===== config.mk =====
export PLATFORM = sky130hd
export DESIGN_NAME = warc_record_extractor
export DESIGN_NICKNAME = d
export VERILOG_FILES = /design/src/rtl/wre_pkg.sv /design/src/rtl/wre_parse_core.sv /design/src/rtl/warc_record_extractor.sv
export SDC_FILE = /design/constraint.sdc
export NUM_CORES = 1
export LEC_CHECK = 0
export BUFFER_PORTS_ARGS = -buffer_cell sky130_fd_sc_hd__buf_2
export CORE_UTILIZATION = 58
export CTS_CLUSTER_SIZE = 10
export DETAILED_ROUTE_END_ITERATION = 6
export HOLD_SLACK_MARGIN = 0.15
export PLACE_DENSITY_LB_ADDON = 0.12
export SETUP_SLACK_MARGIN = 0.5
export SYNTH_ARGS = -nofsm -noshare
export SYNTH_HDL_FRONTEND = slang
export SYNTH_SLANG_ARGS = --single-unit

===== constraint.sdc =====
create_clock -name i_clk -period 4.9 [get_ports i_clk]
set_input_delay 0.49 -clock i_clk [delete_from_list [all_inputs] [get_ports i_clk]]
set_output_delay 0.49 -clock i_clk [all_outputs]
set_load 0.005 [all_outputs]

===== src/rtl/wre_pkg.sv =====
package wre_pkg;

    // One input beat: a stream byte or an end-of-stream marker
    typedef struct packed {
        logic       cmd;
        logic [7:0] data_byte;
    } t_in_beat;

    // One result beat
    typedef struct packed {
        logic [2:0] kind;
        logic [7:0] out_byte;
        logic       last_content;
    } t_out_beat;

    // Result of the parse core for one processed beat
    typedef struct packed {
        logic      valid;
        t_out_beat beat;
    } t_core_res;

    // Input commands
    localparam logic CMD_BYTE = 1'b0;
    localparam logic CMD_EOS  = 1'b1;

    // Result kinds
    localparam logic [2:0] KIND_KEY_BYTE      = 3'd0;
    localparam logic [2:0] KIND_KEY_DONE      = 3'd1;
    localparam logic [2:0] KIND_KEY_DISCARD   = 3'd2;
    localparam logic [2:0] KIND_CONTENT_BYTE  = 3'd3;
    localparam logic [2:0] KIND_EMPTY_CONTENT = 3'd4;
    localparam logic [2:0] KIND_END_OF_STREAM = 3'd5;

    // Header names and special characters
    localparam int ID_LEN = 12;
    localparam int CL_LEN = 14;

    localparam logic [7:0] CH_NEWLINE = 8'h0A;
    localparam logic [7:0] CH_COLON   = 8'h3A;
    localparam logic [7:0] CH_SPACE   = 8'h20;
    localparam logic [7:0] CH_TAB     = 8'h09;
    localparam logic [7:0] CH_CR      = 8'h0D;
    localparam logic [7:0] CH_PLUS    = 8'h2B;
    localparam logic [7:0] CH_MINUS   = 8'h2D;
    localparam logic [7:0] CH_ZERO    = 8'h30;
    localparam logic [7:0] CH_NINE    = 8'h39;

    // Expected character of the record-id name
    function automatic logic [7:0] id_char(input logic [3:0] idx);
        logic [7:0] c;
        case (idx)
            4'd0:    c = "W";
            4'd1:    c = "A";
            4'd2:    c = "R";
            4'd3:    c = "C";
            4'd4:    c = "-";
            4'd5:    c = "T";
            4'd6:    c = "R";
            4'd7:    c = "E";
            4'd8:    c = "C";
            4'd9:    c = "-";
            4'd10:   c = "I";
            4'd11:   c = "D";
            default: c = 8'h00;
        endcase
        return c;
    endfunction

    // Expected character of the length name
    function automatic logic [7:0] cl_char(input logic [3:0] idx);
        logic [7:0] c;
        case (idx)
            4'd0:    c = "C";
            4'd1:    c = "o";
            4'd2:    c = "n";
            4'd3:    c = "t";
            4'd4:    c = "e";
            4'd5:    c = "n";
            4'd6:    c = "t";
            4'd7:    c = "-";
            4'd8:    c = "L";
            4'd9:    c = "e";
            4'd10:   c = "n";
            4'd11:   c = "g";
            4'd12:   c = "t";
            4'd13:   c = "h";
            default: c = 8'h00;
        endcase
        return c;
    endfunction

    // Space, tab, LF, VT, FF, CR
    function automatic logic is_blank(input logic [7:0] b);
        return (b == CH_SPACE) || ((b >= CH_TAB) && (b <= CH_CR));
    endfunction

endpackage


===== src/rtl/wre_parse_core.sv =====
module wre_parse_core #(
    parameter int LINE_LIMIT  = 1024,
    parameter int LENGTH_BITS = 32
) (
    input  logic              i_clk,
    input  logic              i_rst_n,
    input  logic              i_fire,
    input  wre_pkg::t_in_beat i_beat,
    output wre_pkg::t_core_res o_res
);

    localparam int CW = $clog2(LINE_LIMIT);
    localparam int LB = LENGTH_BITS;
    localparam logic [CW-1:0] COL_LAST = CW'(LINE_LIMIT - 1);
    localparam logic [CW-1:0] COL_ID   = CW'(wre_pkg::ID_LEN);
    localparam logic [CW-1:0] COL_CL   = CW'(wre_pkg::CL_LEN);
    localparam logic [LB-1:0] LEN_MAX  = {LB{1'b1}};

    typedef enum logic [2:0] {
        PH_SEEK_ID  = 3'd0,
        PH_KEY      = 3'd1,
        PH_SEEK_LEN = 3'd2,
        PH_LEN      = 3'd3,
        PH_CONTENT  = 3'd4
    } t_phase;

    t_phase          r_phase,     n_phase;
    logic [CW-1:0]   r_column,    n_column;
    logic            r_prefix,    n_prefix;
    logic            r_drain,     n_drain;
    logic            r_skip,      n_skip;
    logic [LB-1:0]   r_len_val,   n_len_val;
    logic [LB-1:0]   r_remain,    n_remain;
    logic            r_len_neg,   n_len_neg;
    logic            r_len_stop,  n_len_stop;

    logic [7:0]      b;
    t_phase          eff_phase;
    logic            eff_newline;
    logic            is_seek_len;
    logic [CW-1:0]   name_len;
    logic [7:0]      name_ch;
    logic [LB+3:0]   val_ext;
    logic [LB+3:0]   val_x10;
    logic            is_digit;
    logic [LB-1:0]   len_final;

    assign b = i_beat.data_byte;

    // Digit accumulate: v*10+d as shift-add, saturate on carry past LB bits
    assign is_digit = (b >= wre_pkg::CH_ZERO) && (b <= wre_pkg::CH_NINE);
    assign val_ext  = (LB+4)'(r_len_val);
    assign val_x10  = (val_ext << 3) + (val_ext << 1) + (LB+4)'(b - wre_pkg::CH_ZERO);

    // Header name selection for the two seek phases
    assign is_seek_len = (eff_phase == PH_SEEK_LEN);
    assign name_len    = is_seek_len ? COL_CL : COL_ID;
    assign name_ch     = is_seek_len ? wre_pkg::cl_char(r_column[3:0])
                                     : wre_pkg::id_char(r_column[3:0]);
    assign len_final   = r_len_neg ? '0 : r_len_val;

    // Phase fixup: finished content or unknown code restarts the id scan
    always_comb begin
        eff_phase   = r_phase;
        eff_newline = 1'b0;
        case (r_phase)
            PH_SEEK_ID, PH_KEY, PH_SEEK_LEN, PH_LEN: eff_phase = r_phase;
            PH_CONTENT: begin
                if (r_remain == '0) begin
                    eff_phase   = PH_SEEK_ID;
                    eff_newline = 1'b1;
                end
            end
            default: begin
                eff_phase   = PH_SEEK_ID;
                eff_newline = 1'b1;
            end
        endcase
    end

    // Next state and result for one beat
    always_comb begin
        n_phase    = eff_phase;
        n_column   = eff_newline ? '0   : r_column;
        n_prefix   = eff_newline ? 1'b1 : r_prefix;
        n_drain    = eff_newline ? 1'b0 : r_drain;
        n_skip     = r_skip;
        n_len_val  = r_len_val;
        n_remain   = r_remain;
        n_len_neg  = r_len_neg;
        n_len_stop = r_len_stop;
        o_res      = '0;

        if (i_beat.cmd == wre_pkg::CMD_EOS) begin
            n_phase    = PH_SEEK_ID;
            n_column   = '0;
            n_prefix   = 1'b1;
            n_drain    = 1'b0;
            n_skip     = 1'b1;
            n_len_val  = '0;
            n_remain   = '0;
            n_len_neg  = 1'b0;
            n_len_stop = 1'b0;
            o_res.valid     = 1'b1;
            o_res.beat.kind = wre_pkg::KIND_END_OF_STREAM;
        end else if (eff_phase == PH_CONTENT) begin
            n_remain = r_remain - LB'(1);
            o_res.valid             = 1'b1;
            o_res.beat.kind         = wre_pkg::KIND_CONTENT_BYTE;
            o_res.beat.out_byte     = b;
            o_res.beat.last_content = (r_remain == LB'(1));
            if (r_remain == LB'(1)) begin
                n_phase  = PH_SEEK_ID;
                n_column = '0;
                n_prefix = 1'b1;
                n_drain  = 1'b0;
            end
        end else if (n_drain) begin
            // long line: swallow up to and including its newline
            if (b == wre_pkg::CH_NEWLINE) begin
                n_column = '0;
                n_prefix = 1'b1;
                n_drain  = 1'b0;
            end
        end else if (b == wre_pkg::CH_NEWLINE) begin
            n_column = '0;
            n_prefix = 1'b1;
            n_drain  = 1'b0;
            if (eff_phase == PH_KEY) begin
                n_phase = PH_SEEK_LEN;
                o_res.valid     = 1'b1;
                o_res.beat.kind = wre_pkg::KIND_KEY_DONE;
            end else if (eff_phase == PH_LEN) begin
                if (len_final == '0) begin
                    n_phase = PH_SEEK_ID;
                    o_res.valid     = 1'b1;
                    o_res.beat.kind = wre_pkg::KIND_EMPTY_CONTENT;
                end else begin
                    n_remain = len_final;
                    n_phase  = PH_CONTENT;
                end
            end
        end else if (n_column >= COL_LAST) begin
            n_drain = 1'b1;
            if (eff_phase == PH_KEY) begin
                n_phase = PH_SEEK_ID;
                o_res.valid     = 1'b1;
                o_res.beat.kind = wre_pkg::KIND_KEY_DISCARD;
            end else if (eff_phase == PH_LEN) begin
                n_phase = PH_SEEK_LEN;
            end
        end else if (eff_phase == PH_SEEK_ID || eff_phase == PH_SEEK_LEN) begin
            // header name compare, then ':' right after it
            if (n_column < name_len) begin
                if (b != name_ch) n_prefix = 1'b0;
            end else if (n_column == name_len && n_prefix && b == wre_pkg::CH_COLON) begin
                n_skip = 1'b1;
                if (is_seek_len) begin
                    n_phase    = PH_LEN;
                    n_len_val  = '0;
                    n_len_neg  = 1'b0;
                    n_len_stop = 1'b0;
                end else begin
                    n_phase = PH_KEY;
                end
            end
            n_column = n_column + CW'(1);
        end else if (eff_phase == PH_KEY) begin
            n_column = n_column + CW'(1);
            if (!(r_skip && wre_pkg::is_blank(b))) begin
                n_skip = 1'b0;
                o_res.valid         = 1'b1;
                o_res.beat.kind     = wre_pkg::KIND_KEY_BYTE;
                o_res.beat.out_byte = b;
            end
        end else begin
            // length value digits
            n_column = n_column + CW'(1);
            if (!r_len_stop) begin
                if (r_skip && wre_pkg::is_blank(b)) begin
                    n_skip = 1'b1;
                end else if (r_skip && b == wre_pkg::CH_PLUS) begin
                    n_skip = 1'b0;
                end else if (r_skip && b == wre_pkg::CH_MINUS) begin
                    n_skip    = 1'b0;
                    n_len_neg = 1'b1;
                end else begin
                    n_skip = 1'b0;
                    if (is_digit) begin
                        if (val_x10[LB+3:LB] != 4'd0) n_len_val = LEN_MAX;
                        else                          n_len_val = val_x10[LB-1:0];
                    end else begin
                        n_len_stop = 1'b1;
                    end
                end
            end
        end
    end

    // Parser state registers
    always_ff @(posedge i_clk) begin
        if (!i_rst_n) begin
            r_phase    <= PH_SEEK_ID;
            r_column   <= '0;
            r_prefix   <= 1'b1;
            r_drain    <= 1'b0;
            r_skip     <= 1'b1;
            r_len_val  <= '0;
            r_remain   <= '0;
            r_len_neg  <= 1'b0;
            r_len_stop <= 1'b0;
        end else if (i_fire) begin
            r_phase    <= n_phase;
            r_column   <= n_column;
            r_prefix   <= n_prefix;
            r_drain    <= n_drain;
            r_skip     <= n_skip;
            r_len_val  <= n_len_val;
            r_remain   <= n_remain;
            r_len_neg  <= n_len_neg;
            r_len_stop <= n_len_stop;
        end
    end

endmodule


===== src/rtl/warc_record_extractor.sv =====
// Archive record extractor: splits an archive byte stream into record keys
// and record content.
// Input channel: one beat per stream byte (cmd 0) or an end-of-stream
// marker (cmd 1), taken when i_in_valid is high and o_in_stall is low.
// Output channel: zero or one result beat per input beat (key byte, key
// done, key discarded, content byte with last flag, empty content, end of
// stream), taken when o_out_valid is high and i_out_stall is low.
// Each input beat is loaded into the input register when taken; its result
// is then loaded into the result register, from which it is presented.
// Throughput: one input beat per cycle while the receiver does not stall;
// the parse step between the input register and the result register is a
// single compare-and-update pass, whose widest path is the LENGTH_BITS+4
// bit multiply-by-ten and add.
// Reset (synchronous, active low) empties both registers and returns the
// parser to the scan for a record-id line.
// When the receiver stalls, the pending result holds in the result
// register; the parser keeps one beat in its input register and o_in_stall
// rises until the result register frees up.
module warc_record_extractor #(
    parameter int LINE_LIMIT  = 1024,
    parameter int LENGTH_BITS = 32
) (
    input  logic               i_clk,
    input  logic               i_rst_n,
    input  logic               i_in_valid,
    output logic               o_in_stall,
    input  wre_pkg::t_in_beat  i_in_data,
    output logic               o_out_valid,
    input  logic               i_out_stall,
    output wre_pkg::t_out_beat o_out_data
);

    logic               r_in_valid;
    wre_pkg::t_in_beat  r_in_beat;
    logic               r_out_valid;
    wre_pkg::t_out_beat r_out_beat;
    logic               out_free;
    logic               advance;
    wre_pkg::t_core_res core_res;

    assign out_free   = !r_out_valid || !i_out_stall;
    assign advance    = r_in_valid && out_free;
    assign o_in_stall = r_in_valid && !out_free;

    // Input register
    always_ff @(posedge i_clk) begin
        if (!i_rst_n) begin
            r_in_valid <= 1'b0;
        end else if (!o_in_stall) begin
            r_in_valid <= i_in_valid;
        end
    end

    always_ff @(posedge i_clk) begin
        if (!o_in_stall && i_in_valid) begin
            r_in_beat <= i_in_data;
        end
    end

    wre_parse_core #(
        .LINE_LIMIT  (LINE_LIMIT),
        .LENGTH_BITS (LENGTH_BITS)
    ) u_core (
        .i_clk   (i_clk),
        .i_rst_n (i_rst_n),
        .i_fire  (advance),
        .i_beat  (r_in_beat),
        .o_res   (core_res)
    );

    // Result register
    always_ff @(posedge i_clk) begin
        if (!i_rst_n) begin
            r_out_valid <= 1'b0;
        end else if (out_free) begin
            r_out_valid <= advance && core_res.valid;
        end
    end

    always_ff @(posedge i_clk) begin
        if (advance && core_res.valid) begin
            r_out_beat <= core_res.beat;
        end
    end

    assign o_out_valid = r_out_valid;
    assign o_out_data  = r_out_beat;

endmodule


Word level (Yosys, flattened, before mapping)

Memories as Yosys holds them, arrays and structs flattened. A register that Yosys moved wholly into a read port is not among the register bits.
Index checks and enable logic that the tools add are counted.

Reduce and logical (&&, ||, !) cells: 35
Add/subtract/negate cells: 5
Order comparisons: 6
Muxes and demuxes: 128
$mul: 0
Bitwise operators: 1
Equality and inequality tests: 33
Divide/modulo/power cells: 0
Shifts and indexed selects: 0

Operators by type and width:

| kind                                                       | count |
|---|---|
| 2-to-1 mux 32 bit                                          | 24 |
| 2-to-1 mux 10 bit                                          | 8 |
| logical NOT 32 bit                                         | 2 |
| 2-to-1 mux 12 bit                                          | 5 |
| 2-to-1 mux 1 bit                                           | 58 |
| 2-to-1 mux 3 bit                                           | 15 |
| 2-to-1 mux 4 bit                                           | 11 |
| adder 35 x 33 -> 36 bit                                    | 1 |
| adder 36 bit                                               | 1 |
| == test 32 x 1 -> 1 bit (second input constant)            | 1 |
| == test 8 x 6 -> 1 bit (second input constant)             | 4 |
| subtractor 32 x 1 -> 32 bit (second input constant)        | 1 |
| 2-to-1 mux 8 bit                                           | 3 |
| inequality test 3 x 2 -> 1 bit (second input constant)     | 6 |
| AND reduction 9 bit                                        | 2 |
| inequality test 3 bit (second input constant)              | 5 |
| AND reduction 14 bit                                       | 1 |
| AND reduction 13 bit                                       | 1 |
| == test 3 x 2 -> 1 bit (second input constant)             | 4 |
| nonzero test 3 bit                                         | 4 |
| logical AND 1 bit                                          | 11 |
| adder 10 x 1 -> 10 bit (second input constant)             | 1 |
| == test 10 bit                                             | 1 |
| greater-or-equal comparator 10 bit (second input constant) | 1 |
| other kinds (23)                                           | 37 |

Flip-flop bits (word level): 105
Memories kept: 2
Bits in writable memories: 0
ROM bits: 224
Bits in latches: 0

Memories:

| name             | words | bits a word | rd ports | clocked after Yosys merged registers in | write ports | RTL line      | source |
|---|---|---|---|---|---|---|---|
| (name not given) | 16    | 7           | 1        | 1                                       | 0           | wre_pkg.sv:51 | `case (idx)` |
| (name not given) | 16    | 7           | 1        | 1                                       | 0           | wre_pkg.sv:72 | `case (idx)` |

Depth between registers and ports, before layout

Depth after elaboration: 16
Mapped depth: 19
Gate-level depth less buffers: 19

Hierarchy

A second synthesis with hierarchy kept.

Cell total of the unflattened synthesis: 1006
Area, all modules: 8809.7 um2

Modules (own cells, without submodules):

| module                | area an instance (um2) | cells an instance | instances |
|---|---|---|---|
| wre_parse_core        | 8087.8                 | 975               | 1 |
| warc_record_extractor | 721.9                  | 31                | 1 |

Worst setup path after synthesis

Ideal clock, no wire load.

Path type: register to register
Start point: reg r_in_beat[4] in the netlist's numbering
End point: reg u_core.r_len_val[23]
Required time: 4.766 ns
Slack: 0.020 ns
Period minus slack after synthesis: 4.880 ns
Path buffers: 1
Library setup time: 0.134 ns
Cell stages (with the launch flop): 15
Data arrival time: 4.746 ns
Cell sequence: edfxtp_1 > ha_1 > or3_1 > inv_1 > fa_1 > ha_1 > and4_1 > and2_1 > a221oi_1 > and4bb_2 > o2111ai_1 > a21oi_1 > nor4_4 > buf_6 > a31oi_1

Cells in the longest elaborated chain, start to end: 16
Elaborated cells on any way between the ends: 39
Those cells by class: add/sub (2); order compare (4); eq/ne (10); mux (13); reduce/logical (10)

RTL lines:

| item                      | RTL line                    | source |
|---|---|---|
| from (decl)               | warc_record_extractor.sv:34 | `wre_pkg::t_in_beat r_in_beat;` |
| from (signal assigned)    | warc_record_extractor.sv:56 | `r_in_beat <= i_in_data;` |
| subtractor 8 x 6 -> 9 bit | wre_parse_core.sv:53        | `assign val_x10 = (val_ext << 3) + (val_ext << 1) + (LB+4)'(b - wre_pkg::CH_ZERO);` |
| adder 36 bit              | wre_parse_core.sv:53        |  |
| nonzero test 4 bit        | wre_parse_core.sv:190       | `if (val_x10[LB+3:LB] != 4'd0) n_len_val = LEN_MAX;` |
| 2-to-1 mux 32 bit         | wre_parse_core.sv:190       |  |
| 2-to-1 mux 32 bit         | wre_parse_core.sv:189       | `if (is_digit) begin` |
| 2-to-1 mux 32 bit         | wre_parse_core.sv:184       | `end else if (r_skip && b == wre_pkg::CH_MINUS) begin` |
| 2-to-1 mux 32 bit         | wre_parse_core.sv:182       | `end else if (r_skip && b == wre_pkg::CH_PLUS) begin` |
| 2-to-1 mux 32 bit         | wre_parse_core.sv:180       | `if (r_skip && wre_pkg::is_blank(b)) begin` |
| 2-to-1 mux 32 bit         | wre_parse_core.sv:179       | `if (!r_len_stop) begin` |
| 2-to-1 mux 32 bit         | wre_parse_core.sv:168       | `end else if (eff_phase == PH_KEY) begin` |
| 2-to-1 mux 32 bit         | wre_parse_core.sv:152       | `end else if (eff_phase == PH_SEEK_ID \|\| eff_phase == PH_SEEK_LEN) begin` |
| 2-to-1 mux 32 bit         | wre_parse_core.sv:143       | `end else if (n_column >= COL_LAST) begin` |
| 2-to-1 mux 32 bit         | wre_parse_core.sv:125       | `end else if (b == wre_pkg::CH_NEWLINE) begin` |
| 2-to-1 mux 32 bit         | wre_parse_core.sv:118       | `end else if (n_drain) begin` |
| 2-to-1 mux 32 bit         | wre_parse_core.sv:106       | `end else if (eff_phase == PH_CONTENT) begin` |
| 2-to-1 mux 32 bit         | wre_parse_core.sv:94        | `if (i_beat.cmd == wre_pkg::CMD_EOS) begin` |
| to (signal assigned)      | wre_parse_core.sv:218       | `r_len_val <= n_len_val;` |
| to (decl)                 | wre_parse_core.sv:32        | `logic [LB-1:0] r_len_val, n_len_val;` |

Parallel ways exist; a longest one is shown, timed or not. The select of a mux whose other input is x is not followed.
A chain may end at the register's enable or synchronous reset.

Worst setup path in the final report

Start point: reg r_in_beat[4] in the netlist's numbering
End point: reg u_core.r_len_val[17]

The elaborated chain is that of the path after synthesis.

==> insert_results.sql <==
INSERT INTO impl_metrics (metric_group, metric, value, unit) VALUES
('run_status', 'status', 'completed', ''),
('synthesis', 'postSynthAreaPerCell', '8.598', 'um2'),
('worst_setup_path', 'cp-endpoint', 'u_core.r_len_val[17]', ''),
('worst_setup_path', 'regToRegEndpoint', 'u_core.r_len_val[17]', ''),
('timing', 'report.final.hold_viol_count', '0', ''),
('flow_run', 'maxCapViolations', '0', ''),
('worst_setup_path', 'timing.rr.start', 'r_in_beat[4]', ''),
('grt', 'via_count_of_the_first_global_routing_pass', '7819', ''),
('synthesis', 'syn_nets', '1150', ''),
('route', 'routed.top_layer', 'met4', ''),
('timing', 'tightest_slew', '0.9843', 'ns'),
('worst_setup_path', 'rr_worst_depth', '15', ''),
('grt', 'grt_antenna_before_repair', '0', ''),
('floorplanning', 'die_area', '16130', 'um2'),
('worst_setup_path', 'worstSetupPathType', 'flip-flop to flip-flop', ''),
('route', 'num_vias', '8492', ''),
('worst_setup_path', 'regToRegSetupSlack', '0.59', 'ns'),
('worst_setup_path', 'cp-end-kind', 'flip-flop', ''),
('grt', 'grt_overflow_total', '0', ''),
('finish', 'fillers', '1249', ''),
('worst_setup_path', 'cp-startpoint', 'r_in_beat[4]', ''),
('worst_setup_path', 'crit_fanout', '21', ''),
('pwr', 'leakage', '0.004166', 'uW'),
('floorplanning', 'top_level_ports', '27', ''),
('timing', 'finalCritPeriodShare', '0.8802', ''),
('grt', 'largest_net_degree_at_the_start_of_global_routing', '45', ''),
('pwr', 'combinationalPowerShare', '0.198', ''),
('worst_setup_path', 'kind_of_start_point_of_the_critical_path', 'flip-flop', ''),
('route', 'routed_length_on_met1', '11770', 'um'),
('pwr', 'power', '3104', 'uW'),
('route', 'drt-initial-drc-count', '975', ''),
('timing', 'setup_failing_eps_final', '0', ''),
('pwr', 'irDropWorstVdd', '0.2797', 'mV'),
('pwr', 'pwr-share-clk', '0.452', ''),
('route', 'avgRoutedWirePerCell', '19.40', 'um'),
('pwr', 'power_density_normalized_to_cell_area', '299.3', 'nW/um2'),
('clocking', 'cts_root_buffer', 'sky130_fd_sc_hd__clkbuf_16', ''),
('pwr', 'flop_pwr_share', '0.351', ''),
('timing', 'slew_headroom', '0.3438', ''),
('synthesis', 'yosysUniqueCellTypes', '92', ''),
('finish', 'net_count_of_the_finished_layout', '1189', ''),
('floorplanning', 'std_cell_rows', '45', ''),
('place', 'pre_cts_ws', '0.2121', 'ns'),
('timing', 'slew_viol_final', '0', ''),
('finish', 'final_layout_size_suffix_gt1_frac', '0.1573', ''),
('worst_setup_path', 'worst_path_dominant_cell_family', 'simple AND/OR/NAND/NOR gates', ''),
('clocking', 'clock_sinks', '119', ''),
('clocking', 'cts_made_buffers', '17', ''),
('worst_setup_path', 'critical-path-max-stage-delay', '0.42', 'ns'),
('worst_setup_path', 'most_frequent_cell_on_the_critical_path', 'sky130_fd_sc_hd__ha_2', ''),
('synthesis', 'ys_async_sr_fraction', '0', ''),
('timing', 'fin_skew', '0.008738', 'ns'),
('worst_setup_path', 'timing.critical_path.depth', '15', ''),
('grt', 'first_pass_grt_wire_length', '40250', 'um'),
('finish', 'areaGrowthSynthToFinish', '14.44', '%'),
('clocking', 'htree_levels', '4', ''),
('synthesis', 'syn-instance-count', '1054', ''),
('timing', 'post-route-worst-setup-slack', '0.5871', 'ns'),
('timing', 'rsz0062_at_grt', 'no', ''),
('route', 'drcViolationCount', '0', ''),
('place', 'post-dp-hpwl', '17120', 'um'),
('floorplanning', 'die_width', '127', 'um'),
('synthesis', 'dominantRegCellSynth', 'sky130_fd_sc_hd__dfxtp_1', ''),
('clocking', 'postCtsHoldBufs', '0', ''),
('clocking', 'tritoncts', 'built', ''),
('route', 'via_count_normalized_by_instance_count', '6.563', ''),
('grt', 'grtUsageTotal', '0.3167', ''),
('pwr', 'power.share.switching', '0.3019', ''),
('route', 'antenna_violating_nets_post_route', '0', ''),
('route', 'routed-wl-met3', '1690', 'um'),
('finish', 'final_core_utilization', '0.6822', '');
stage by stage:
| step | area, um2 | instances |
|---|---|---|
| final | 10370 | 1294 |
| after global placement | 9355 | 1244 |
| after CTS | 10090 | 1281 |
| after detailed placement | 9355 | 1244 |
| after floorplan | 9080 | 1054 |
| after global routing | 10370 | 1294 |
kinds of logic (layout without fill, tap and decap cells):
family                   count (synthesis)  after routing  synth area share
adder cells (fa/ha/maj)                 83             83            0.1403
AO/OA/AOI/OAI                          342            342            0.2560
XOR/XNOR                                47             47           0.04542
flip-flops                             119            119            0.2861
AND/OR/NAND/NOR                        355            355            0.2086
multiplexers                            10             10           0.01118
buffers and inverters                   98            150           0.05246
synth_stat cells (16+ instances only):
cell type / count / area (um2)
sky130_fd_sc_hd__a31oi_1: 42 / 262.8
sky130_fd_sc_hd__xor2_1: 26 / 227.7
sky130_fd_sc_hd__nor2_1: 77 / 289.0
sky130_fd_sc_hd__a21oi_1: 79 / 395.4
sky130_fd_sc_hd__edfxtp_1: 21 / 630.6
sky130_fd_sc_hd__inv_1: 47 / 176.4
sky130_fd_sc_hd__nand2_1: 91 / 341.6
sky130_fd_sc_hd__nor4_1: 22 / 137.6
sky130_fd_sc_hd__dfxtp_1: 98 / 1962
sky130_fd_sc_hd__clkbuf_1: 24 / 90.09
sky130_fd_sc_hd__fa_1: 31 / 620.6
sky130_fd_sc_hd__nand3_1: 27 / 135.1
sky130_fd_sc_hd__nor3_1: 34 / 170.2
sky130_fd_sc_hd__o21ai_1: 21 / 105.1
sky130_fd_sc_hd__o21ai_0: 66 / 330.3
sky130_fd_sc_hd__xnor2_1: 21 / 183.9
sky130_fd_sc_hd__and3_1: 16 / 100.1
sky130_fd_sc_hd__ha_1: 52 / 650.6
cell usage in the layout, fill, tap and decap left out, types with 8 or more instances in the layout:
master                      synthesis  final
sky130_fd_sc_hd__o21ai_0           66     63
sky130_fd_sc_hd__inv_1             47     46
sky130_fd_sc_hd__a221oi_1          12     11
sky130_fd_sc_hd__edfxtp_1          21     21
sky130_fd_sc_hd__o21a_1             8      8
sky130_fd_sc_hd__nand3_1           27     26
sky130_fd_sc_hd__buf_4              0     34
sky130_fd_sc_hd__a21oi_1           79     75
sky130_fd_sc_hd__a21o_1            13     13
sky130_fd_sc_hd__nand2_1           91     90
sky130_fd_sc_hd__ha_1              52     43
sky130_fd_sc_hd__fa_1              31     31
sky130_fd_sc_hd__nor2b_1           13     13
sky130_fd_sc_hd__o21ai_1           21     24
sky130_fd_sc_hd__buf_2              8     26
sky130_fd_sc_hd__nand4_1           10     10
sky130_fd_sc_hd__nor3_1            34     33
sky130_fd_sc_hd__nand2b_1           9      9
sky130_fd_sc_hd__clkbuf_16          0     19
sky130_fd_sc_hd__and3_1            16     15
sky130_fd_sc_hd__nor2_1            77     75
sky130_fd_sc_hd__nor4_1            22     20
sky130_fd_sc_hd__dfxtp_1           98     98
sky130_fd_sc_hd__mux2i_1            9      9
sky130_fd_sc_hd__xnor2_1           21     21
sky130_fd_sc_hd__xor2_1            26     26
sky130_fd_sc_hd__o211ai_1          13     13
sky130_fd_sc_hd__a31oi_1           42     41
final cells by class:
class	instances	area [um2]	area share
Multi-Input combinational cell	837	6168	0.5948
Sequential cell	119	2592	0.2500
Timing Repair Buffer	67	516.7	0.04983
Clock buffer	18	450.4	0.04343
Tap cell	188	235.2	0.02268
Clock inverter	14	209.0	0.02015
Inverter	50	191.4	0.01846
Timing Repair inverter	1	7.507	0.0007239
power by group through the flow:
stage | Clock [uW] | Combinational, uW | Sequential [uW]
2_1_floorplan | 0 | 444 | 1080
3_3_place_gp | 0 | 554 | 1110
3_5_place_dp | 0 | 559 | 1110
4_1_cts | 1410 | 572 | 1090
5_1_grt | 1460 | 678 | 1090
6_report | 1400 | 614 | 1090
layer usage:
layer / vias to the layer above / global-route usage
li1: 4027 / -
met3: 36 / 0.05653
met1: 4104 / 0.4637
met2: 325 / 0.4693
met5: - / 0
met4: 0 / 0.1092
how the worst min path moves through the flow:
stage,start,end,depth (start not counted)
3_5_place_dp,u_core.r_prefix,u_core.r_prefix,2
3_3_place_gp,u_core.r_remain[21],u_core.r_remain[21],2
4_1_cts,i_in_data[1],r_in_beat[1],1
5_1_grt,i_in_data[3],r_in_beat[3],1
2_1_floorplan,u_core.r_prefix,u_core.r_prefix,2
6_report,i_in_data[1],r_in_beat[1],1
timing repair:
item	4_1_cts	5_1_grt
gates cloned	1	2
pin swaps	0	6
endpoints found under the setup margin	32	45
hold endpoints to repair	0	0
setup buffers	4	11
gates resized for setup	7	28
worst reg2reg max path: stages (launching register included):
cell	delay [ns]
sky130_fd_sc_hd__edfxtp_1	0.40
sky130_fd_sc_hd__ha_2	0.24
sky130_fd_sc_hd__or3_4	0.39
sky130_fd_sc_hd__clkinvlp_4	0.20
sky130_fd_sc_hd__buf_12	0.15
sky130_fd_sc_hd__fa_1	0.42
sky130_fd_sc_hd__ha_2	0.39
sky130_fd_sc_hd__and3_1	0.25
sky130_fd_sc_hd__nand2_1	0.12
sky130_fd_sc_hd__or3_1	0.42
sky130_fd_sc_hd__a211oi_2	0.32
sky130_fd_sc_hd__nor3_1	0.13
sky130_fd_sc_hd__o21a_1	0.25
sky130_fd_sc_hd__nor2_2	0.17
sky130_fd_sc_hd__buf_8	0.21
sky130_fd_sc_hd__a31oi_1	0.13
Note: power is estimated with default switching activity, not from simulation.
